[config.mk]
export PLATFORM = sky130hd
export DESIGN_NAME = jpeg_bit_packer_byte_stuffing
export DESIGN_NICKNAME = d
export VERILOG_FILES = /design/src/rtl/jbp_pkg.sv /design/src/rtl/jpeg_bit_packer_byte_stuffing.sv /design/src/rtl/jbp_front.sv /design/src/rtl/jbp_queue.sv /design/src/rtl/jbp_back.sv
export SDC_FILE = /design/constraint.sdc
export NUM_CORES = 1
export LEC_CHECK = 0
export BUFFER_PORTS_ARGS = -buffer_cell sky130_fd_sc_hd__buf_2
export CAP_MARGIN = 30
export CORE_ASPECT_RATIO = 1.25
export CORE_UTILIZATION = 50
export CTS_CLUSTER_DIAMETER = 40
export DETAILED_ROUTE_END_ITERATION = 8
export GPL_ROUTABILITY_DRIVEN = 0
export GPL_TIMING_DRIVEN = 0
export PLACE_DENSITY = 0.73
export SLEW_MARGIN = 10
export SYNTH_ARGS = -nofsm -noshare
export SYNTH_HDL_FRONTEND = slang
export SYNTH_HIERARCHICAL = 1
export SYNTH_SLANG_ARGS = --single-unit
[constraint.sdc]
create_clock -name clk -period 5.7 [get_ports clk]
set_input_delay 0.57 -clock clk [delete_from_list [all_inputs] [get_ports clk]]
set_output_delay 0.57 -clock clk [all_outputs]
set_load 0.1 [all_outputs]
[src/rtl/jbp_pkg.sv]
// Shared types and constants for the JPEG bit packer with byte stuffing.
`timescale 1ns / 1ps
`default_nettype none

package jbp_pkg;

  // Longest code a single word may append.
  localparam int unsigned MAX_CODE_LEN = 16;
  localparam int unsigned CODE_LEN_W   = 5;
  localparam int unsigned CODE_W       = 16;
  localparam int unsigned BYTE_W       = 8;
  // Pending bits between words stay below one byte.
  localparam int unsigned PEND_W       = 3;

  localparam logic [BYTE_W-1:0] STUFF_TRIGGER = 8'hFF;
  localparam logic [BYTE_W-1:0] STUFF_BYTE    = 8'h00;

  // Command codes on the input channel.
  localparam logic CMD_APPEND  = 1'b0;
  localparam logic CMD_RESTART = 1'b1;

  // Queue between the packing front and the byte-emitting back.
  localparam int unsigned QUEUE_DEPTH = 4;
  localparam int unsigned QUEUE_PTR_W = $clog2(QUEUE_DEPTH);
  localparam int unsigned QUEUE_CNT_W = QUEUE_PTR_W + 1;

  // One or two whole data bytes produced by one append word.
  typedef struct packed {
    logic [BYTE_W-1:0] byte0;
    logic [BYTE_W-1:0] byte1;
    logic              two_bytes;
  } jbp_entry_t;

  // Push request from the front to the queue.
  typedef struct packed {
    logic       valid;
    jbp_entry_t entry;
  } jbp_push_t;

endpackage

`default_nettype wire

[src/rtl/jpeg_bit_packer_byte_stuffing.sv]
// Top level of the JPEG entropy bit packer with 0xFF/0x00 byte stuffing.
//
// Input channel: each word is either an append (in_command low) carrying a
// right-aligned code in in_code_bits of in_code_length bits (lengths above
// sixteen count as sixteen), or a restart (in_command high) that clears the
// accumulator and the pending bit count. A word is taken at a rising edge
// where in_valid is high and in_stall is low.
// Output channel: one word per stream byte, most significant bits first.
// out_is_stuffed marks the 0x00 inserted after a 0xFF data byte, and
// out_last_of_run marks the final byte caused by one input word. Words that
// complete no byte produce no output.
// Timing: the first byte of an input word passes through the queue and the
// output register before it is presented. The back end sends one byte per
// cycle while out_stall is low, and one word yields up to four bytes there
// (two data bytes, each possibly followed by a stuffed zero); the front takes
// one word per cycle into a four-entry queue and raises in_stall only when
// that queue is full.
// Reset (rst_n low, synchronous) empties the queue and the output register
// and clears the accumulator. When the receiver asserts out_stall the output
// word holds, the back end waits, and the queue absorbs further input.
`timescale 1ns / 1ps
`default_nettype none

module jpeg_bit_packer_byte_stuffing import jbp_pkg::*; #(
  parameter int unsigned ACC_BITS = 32
) (
  input  wire logic                  clk,
  input  wire logic                  rst_n,
  input  wire logic                  in_valid,
  output logic                       in_stall,
  input  wire logic                  in_command,
  input  wire logic [CODE_W-1:0]     in_code_bits,
  input  wire logic [CODE_LEN_W-1:0] in_code_length,
  output logic                       out_valid,
  input  wire logic                  out_stall,
  output logic [BYTE_W-1:0]          out_out_byte,
  output logic                       out_is_stuffed,
  output logic                       out_last_of_run
);

  jbp_push_t  push;
  jbp_entry_t head;
  logic       q_full;
  logic       head_valid;
  logic       pop;
  logic       accept;

  // The front never has to wait on anything but room in the queue.
  assign in_stall = q_full;
  assign accept   = in_valid && !q_full;

  jbp_front #(
    .ACC_BITS(ACC_BITS)
  ) u_front (
    .clk        (clk),
    .rst_n      (rst_n),
    .accept     (accept),
    .command    (in_command),
    .code_bits  (in_code_bits),
    .code_length(in_code_length),
    .push       (push)
  );

  jbp_queue u_queue (
    .clk       (clk),
    .rst_n     (rst_n),
    .push      (push),
    .pop       (pop),
    .full      (q_full),
    .head_valid(head_valid),
    .head      (head)
  );

  jbp_back u_back (
    .clk            (clk),
    .rst_n          (rst_n),
    .head_valid     (head_valid),
    .head           (head),
    .pop            (pop),
    .out_valid      (out_valid),
    .out_stall      (out_stall),
    .out_byte       (out_out_byte),
    .out_is_stuffed (out_is_stuffed),
    .out_last_of_run(out_last_of_run)
  );

endmodule

`default_nettype wire

[src/rtl/jbp_front.sv]
// Packing front: merges codes into the accumulator and splits off whole bytes.
`timescale 1ns / 1ps
`default_nettype none

module jbp_front import jbp_pkg::*; #(
  parameter int unsigned ACC_BITS = 32
) (
  input  wire logic                  clk,
  input  wire logic                  rst_n,
  input  wire logic                  accept,
  input  wire logic                  command,
  input  wire logic [CODE_W-1:0]     code_bits,
  input  wire logic [CODE_LEN_W-1:0] code_length,
  output jbp_push_t                  push
);

  logic [ACC_BITS-1:0]   acc_r, acc_nxt;
  logic [PEND_W-1:0]     count_r, count_nxt;

  logic [CODE_LEN_W-1:0] len_sat;
  logic [CODE_W:0]       mask_ext;
  logic [CODE_W-1:0]     code_masked;
  logic [CODE_LEN_W-1:0] total;
  logic [6:0]            shift_amt;
  logic [ACC_BITS-1:0]   code_placed;
  logic [ACC_BITS-1:0]   acc_or;
  logic [1:0]            nbytes;

  always_comb begin
    len_sat = (code_length > CODE_LEN_W'(MAX_CODE_LEN)) ?
              CODE_LEN_W'(MAX_CODE_LEN) : code_length;
    mask_ext    = ((CODE_W+1)'(1) << len_sat) - (CODE_W+1)'(1);
    code_masked = code_bits & mask_ext[CODE_W-1:0];
    total       = {{(CODE_LEN_W-PEND_W){1'b0}}, count_r} + len_sat;
    // Drop the code in just below the pending bits: its lowest bit lands at
    // ACC_BITS minus the new total.
    shift_amt   = 7'(ACC_BITS) - {2'b00, total};
    code_placed = {{(ACC_BITS-CODE_W){1'b0}}, code_masked} << shift_amt;
    acc_or      = acc_r | code_placed;
    nbytes      = total[PEND_W+1:PEND_W];

    push.valid           = accept && (command == CMD_APPEND) && (nbytes != 2'd0);
    push.entry.byte0     = acc_or[ACC_BITS-1 -: BYTE_W];
    push.entry.byte1     = acc_or[ACC_BITS-1-BYTE_W -: BYTE_W];
    push.entry.two_bytes = nbytes[1];

    acc_nxt   = acc_r;
    count_nxt = count_r;
    if (accept) begin
      if (command == CMD_RESTART) begin
        acc_nxt   = '0;
        count_nxt = '0;
      end else begin
        acc_nxt   = acc_or << {nbytes, 3'b000};
        count_nxt = total[PEND_W-1:0];
      end
    end
  end

  always_ff @(posedge clk) begin
    if (!rst_n) begin
      acc_r   <= '0;
      count_r <= '0;
    end else begin
      acc_r   <= acc_nxt;
      count_r <= count_nxt;
    end
  end

endmodule

`default_nettype wire

[src/rtl/jbp_queue.sv]
// Short queue of packed byte groups between the front and the back.
`timescale 1ns / 1ps
`default_nettype none

module jbp_queue import jbp_pkg::*; (
  input  wire logic       clk,
  input  wire logic       rst_n,
  input  wire jbp_push_t  push,
  input  wire logic       pop,
  output logic            full,
  output logic            head_valid,
  output jbp_entry_t      head
);

  jbp_entry_t             mem_r [QUEUE_DEPTH];
  logic [QUEUE_PTR_W-1:0] wr_ptr_r, wr_ptr_nxt;
  logic [QUEUE_PTR_W-1:0] rd_ptr_r, rd_ptr_nxt;
  logic [QUEUE_CNT_W-1:0] count_r, count_nxt;
  logic                   do_push;
  logic                   do_pop;

  always_comb begin
    full       = (count_r == QUEUE_CNT_W'(QUEUE_DEPTH));
    head_valid = (count_r != '0);
    head       = mem_r[rd_ptr_r];
    do_push    = push.valid && !full;
    do_pop     = pop && head_valid;
    wr_ptr_nxt = do_push ? wr_ptr_r + 1'b1 : wr_ptr_r;
    rd_ptr_nxt = do_pop ? rd_ptr_r + 1'b1 : rd_ptr_r;
    count_nxt  = count_r;
    if (do_push && !do_pop) begin
      count_nxt = count_r + 1'b1;
    end else if (do_pop && !do_push) begin
      count_nxt = count_r - 1'b1;
    end
  end

  always_ff @(posedge clk) begin
    if (do_push) begin
      mem_r[wr_ptr_r] <= push.entry;
    end
  end

  always_ff @(posedge clk) begin
    if (!rst_n) begin
      wr_ptr_r <= '0;
      rd_ptr_r <= '0;
      count_r  <= '0;
    end else begin
      wr_ptr_r <= wr_ptr_nxt;
      rd_ptr_r <= rd_ptr_nxt;
      count_r  <= count_nxt;
    end
  end

endmodule

`default_nettype wire

[src/rtl/jbp_back.sv]
// Emitting back: sends queued bytes one per cycle while out_stall is low and inserts stuffed zeros.
`timescale 1ns / 1ps
`default_nettype none

module jbp_back import jbp_pkg::*; (
  input  wire logic              clk,
  input  wire logic              rst_n,
  input  wire logic              head_valid,
  input  wire jbp_entry_t        head,
  output logic                   pop,
  output logic                   out_valid,
  input  wire logic              out_stall,
  output logic [BYTE_W-1:0]      out_byte,
  output logic                   out_is_stuffed,
  output logic                   out_last_of_run
);

  typedef enum logic [1:0] {
    PH_BYTE0,
    PH_STUFF0,
    PH_BYTE1,
    PH_STUFF1
  } phase_t;

  phase_t            phase_r, phase_nxt;
  logic              out_valid_r, out_valid_nxt;
  logic [BYTE_W-1:0] out_byte_r, out_byte_nxt;
  logic              out_stuffed_r, out_stuffed_nxt;
  logic              out_last_r, out_last_nxt;
  logic              load;
  logic              emit;
  logic              is_last;
  phase_t            phase_after;

  always_comb begin
    load = !out_valid_r || !out_stall;
    emit = load && head_valid;

    out_byte_nxt    = STUFF_BYTE;
    out_stuffed_nxt = 1'b0;
    is_last         = 1'b1;
    phase_after     = PH_BYTE0;
    case (phase_r)
      PH_BYTE0: begin
        out_byte_nxt = head.byte0;
        if (head.byte0 == STUFF_TRIGGER) begin
          is_last     = 1'b0;
          phase_after = PH_STUFF0;
        end else if (head.two_bytes) begin
          is_last     = 1'b0;
          phase_after = PH_BYTE1;
        end
      end
      PH_STUFF0: begin
        out_stuffed_nxt = 1'b1;
        if (head.two_bytes) begin
          is_last     = 1'b0;
          phase_after = PH_BYTE1;
        end
      end
      PH_BYTE1: begin
        out_byte_nxt = head.byte1;
        if (head.byte1 == STUFF_TRIGGER) begin
          is_last     = 1'b0;
          phase_after = PH_STUFF1;
        end
      end
      PH_STUFF1: begin
        out_stuffed_nxt = 1'b1;
      end
      default: begin
        is_last = 1'b1;
      end
    endcase
    out_last_nxt = is_last;

    pop           = emit && is_last;
    phase_nxt     = emit ? phase_after : phase_r;
    out_valid_nxt = emit || (out_valid_r && out_stall);
  end

  always_ff @(posedge clk) begin
    if (!rst_n) begin
      phase_r     <= PH_BYTE0;
      out_valid_r <= 1'b0;
    end else begin
      phase_r     <= phase_nxt;
      out_valid_r <= out_valid_nxt;
    end
    if (emit) begin
      out_byte_r    <= out_byte_nxt;
      out_stuffed_r <= out_stuffed_nxt;
      out_last_r    <= out_last_nxt;
    end
  end

  assign out_valid       = out_valid_r;
  assign out_byte        = out_byte_r;
  assign out_is_stuffed  = out_stuffed_r;
  assign out_last_of_run = out_last_r;

endmodule

`default_nettype wire

==> results.md <==
- Status: finished clean
- Final slew viol count: 0
- Synth Register Bits: 125
- Final ANT Viol Nets: 0
- DR vias: 7168
- Pwr dens: 441.3 nW/um2
- Starting Density: 0.5189
- Final setup fails: 0
- Crit. End Element: flop
- Fin crit share: 0.9444
- Area growth, synth to finish: 13.70%
- Synth Warn #: 6
- Final WS setup: 0.3169 ns
- Share of the synthesized area in the top cell type: 0.2981
- First-pass GRT wire length: 37920 um
- Dpl hpwl: 17690 um
- Synthesized area: 7856 um2
- Main synth FF type: edfxtp_1
- Critical-path maximum fanout: 10
- H-tree depth: 4
- Flip-flop and latch area: 3283 um2
- 1st-iter DRT viols: 943
- Total track usage: 0.3079
- IO Port Bufs: 36
- Sequential-to-total area share from yosys stat: 0.4179
- VDD IR max: 0.2519 mV
- Grt total ovfl: 0
- Layout fillers: 1258
- Most common cell after layout, fill and taps aside: edfxtp_1
- CTS tree: yes
- Syn nets: 805
- Antenna violations before repair: 0
- Die extent in y: 142.1 um
- Clk_skew: 0.01381 ns
- Clk_lat worst skew: 0.41 ns
- Nets: 860
- CTS Buffer Depth: 2
- Setup Total Neg Slack: 0 ns
- Layout cells sized above 1: 0.1976
- Top post-synthesis cells by area: edfxtp_1 30%, dfxtp_1 12%, mux4_2 4.9%
- Rows: 50
- Fin crit period: 5.383 ns
- Length of the first detailed-routing pass in iterations: 6
- Max-Cap Viols: 0
- Post_cts resized: 0
- Largest net degree at the start of global routing: 18
- Vias per cell: 6.872
- Setup Fix Bufs, Post-CTS: 0
- WL/cell: 23.06 um
- Commonest non-fill, non-tap cells in the layout: 78 x edfxtp_1, 76 x nor2_1, 57 x nand2_1, 55 x buf_2, 51 x a21oi_1
- Ant. Diodes: 0
- Post-synth cell types: 107
- Drt drc: 0
- Ys async rst share: 0
- CTS hold repair buffers: 0
- Hold Path Class: input port to flop
- Root buf cell: clkbuf_16
- Cells after Synth: 767
- Finished Layout Cells: 1043
- Kind of critical path: input port to flop
- Number of global-route vias before repair: 7068
- Aggregate routed wire length: 24060 um
- Number of CTS-inserted buffers: 17
- Core area: 15140 um2
- Die area: 16220 um2
- Die X: 114.1 um
- Pleak: 3.334 nW
- Avg Inst Size Synth: 10.24 um2
- Ports: 38
- Clk slew on worst S/H paths: 0.06 ns
- Max-slew headroom: 0.3789
- CP Launch Type: input port
- Placed Instances: 1011
- Fin. Hold Viols: 0
- Critical Path AT: 5.49 ns
- Multi-input gate area: 4192 um2
- Tightest Pin Transition: 0.9317 ns
- Setup WS pre-CTS: 0.09060 ns
- Worst EP required: 5.81 ns
- CTS sink count: 125
- Area leader, netlist: edfxtp_1
- FMAX: 185.8 MHz
- RSZ-0062 raised after global routing: no
- Number of synthesized flops with an enable pin: 78
## layout make-up
class | count | area share
buffer | 52 | 0.03306
clock buffer | 20 | 0.05477
clock inverter | 12 | 0.01639
inverter | 23 | 0.009665
multi-input combinational | 567 | 0.4693
sequential | 125 | 0.3676
tap | 208 | 0.02914
timing repair buffer | 36 | 0.02017
## cell families after synthesis
group,share of synthesized area
buf+inv,0.04857
flops,0.4179
simple gates,0.1628
xor+xnor,0.01370
mux,0.07645
fa+ha+maj,0.02102
compound gates,0.2596
## state kept, by name, indices dropped and copies added, names as in the netlist, named ones only
signal and cells:
u_back/out_valid 1, u_front/acc_r 32, u_queue/mem_r 68, u_front/count_r 3, u_back/phase_r 2, u_back/out_byte 8, u_queue/wr_ptr_r 2, u_queue/count_r 3
u_back/out_last_of_run 1, u_back/out_is_stuffed 1, u_queue/rd_ptr_r 2
## worst max-delay path, stage by stage
cell	delay (ns)
buf_2	0.11
buf_6	0.16
buf_2	0.27
buf_2	0.28
nor2b_1	0.10
ha_1	0.30
inv_1	0.10
clkbuf_1	0.41
clkbuf_1	0.42
ha_1	0.35
xor3_2	0.44
buf_6	0.17
o31ai_1	0.33
a21oi_1	0.20
a211oi_1	0.30
nor2_1	0.12
a2111oi_2	0.69
inv_1	0.18
## worst paths after layout
check	start	end	slack, ns	cells past startpoint
setup / recovery	in_code_length[4]	u_queue/mem_r[1][3]	0.32	18
hold / removal	out_stall	u_back/out_valid	0.46	3
setup reg to reg	u_front/count_r[0]	u_queue/mem_r[1][3]	1.08	13
hold reg to reg	u_front/acc_r[4]	u_front/acc_r[4]	0.48	2
## metal layers
metal  up-vias  wire [um]  global-route usage
met3       156       2006             0.06601
met2       518      12190              0.5474
li1       3122          -                   -
met1      3372       8328              0.3322
met4         0       1527              0.1887
met5         -          0                   0
## power breakdown
part | leakage, nW | switching (mW) | internal (mW)
clock network | 0.302 | 0.409 | 0.716
registers | 1.10 | 0.0630 | 1.14
logic | 1.93 | 1.14 | 0.468
## cells in the mapped netlist, types with 17 or more instances
master and number:
edfxtp_1 78, nor2_1 76, nand2_1 57, a21oi_1 51, dfxtp_1 47, o21ai_0 29
clkbuf_1 22, inv_1 21, buf_2 19, nand3_1 19, mux2i_1 18, mux4_2 17
## per-stage QoR
stage            util  power [mW]  hold slack (ns)  area (um2)
2_1_floorplan       -       2.408           0.4406        7856
3_3_place_gp   0.5480       2.727           0.4621        8297
3_5_place_dp   0.5480       2.781           0.4722        8297
4_1_cts        0.5900       3.917           0.4378        8932
5_1_grt        0.5900       4.096           0.4781        8932
6_report       0.5900       3.941           0.4591        8932
(Power assumes the default switching activity.)
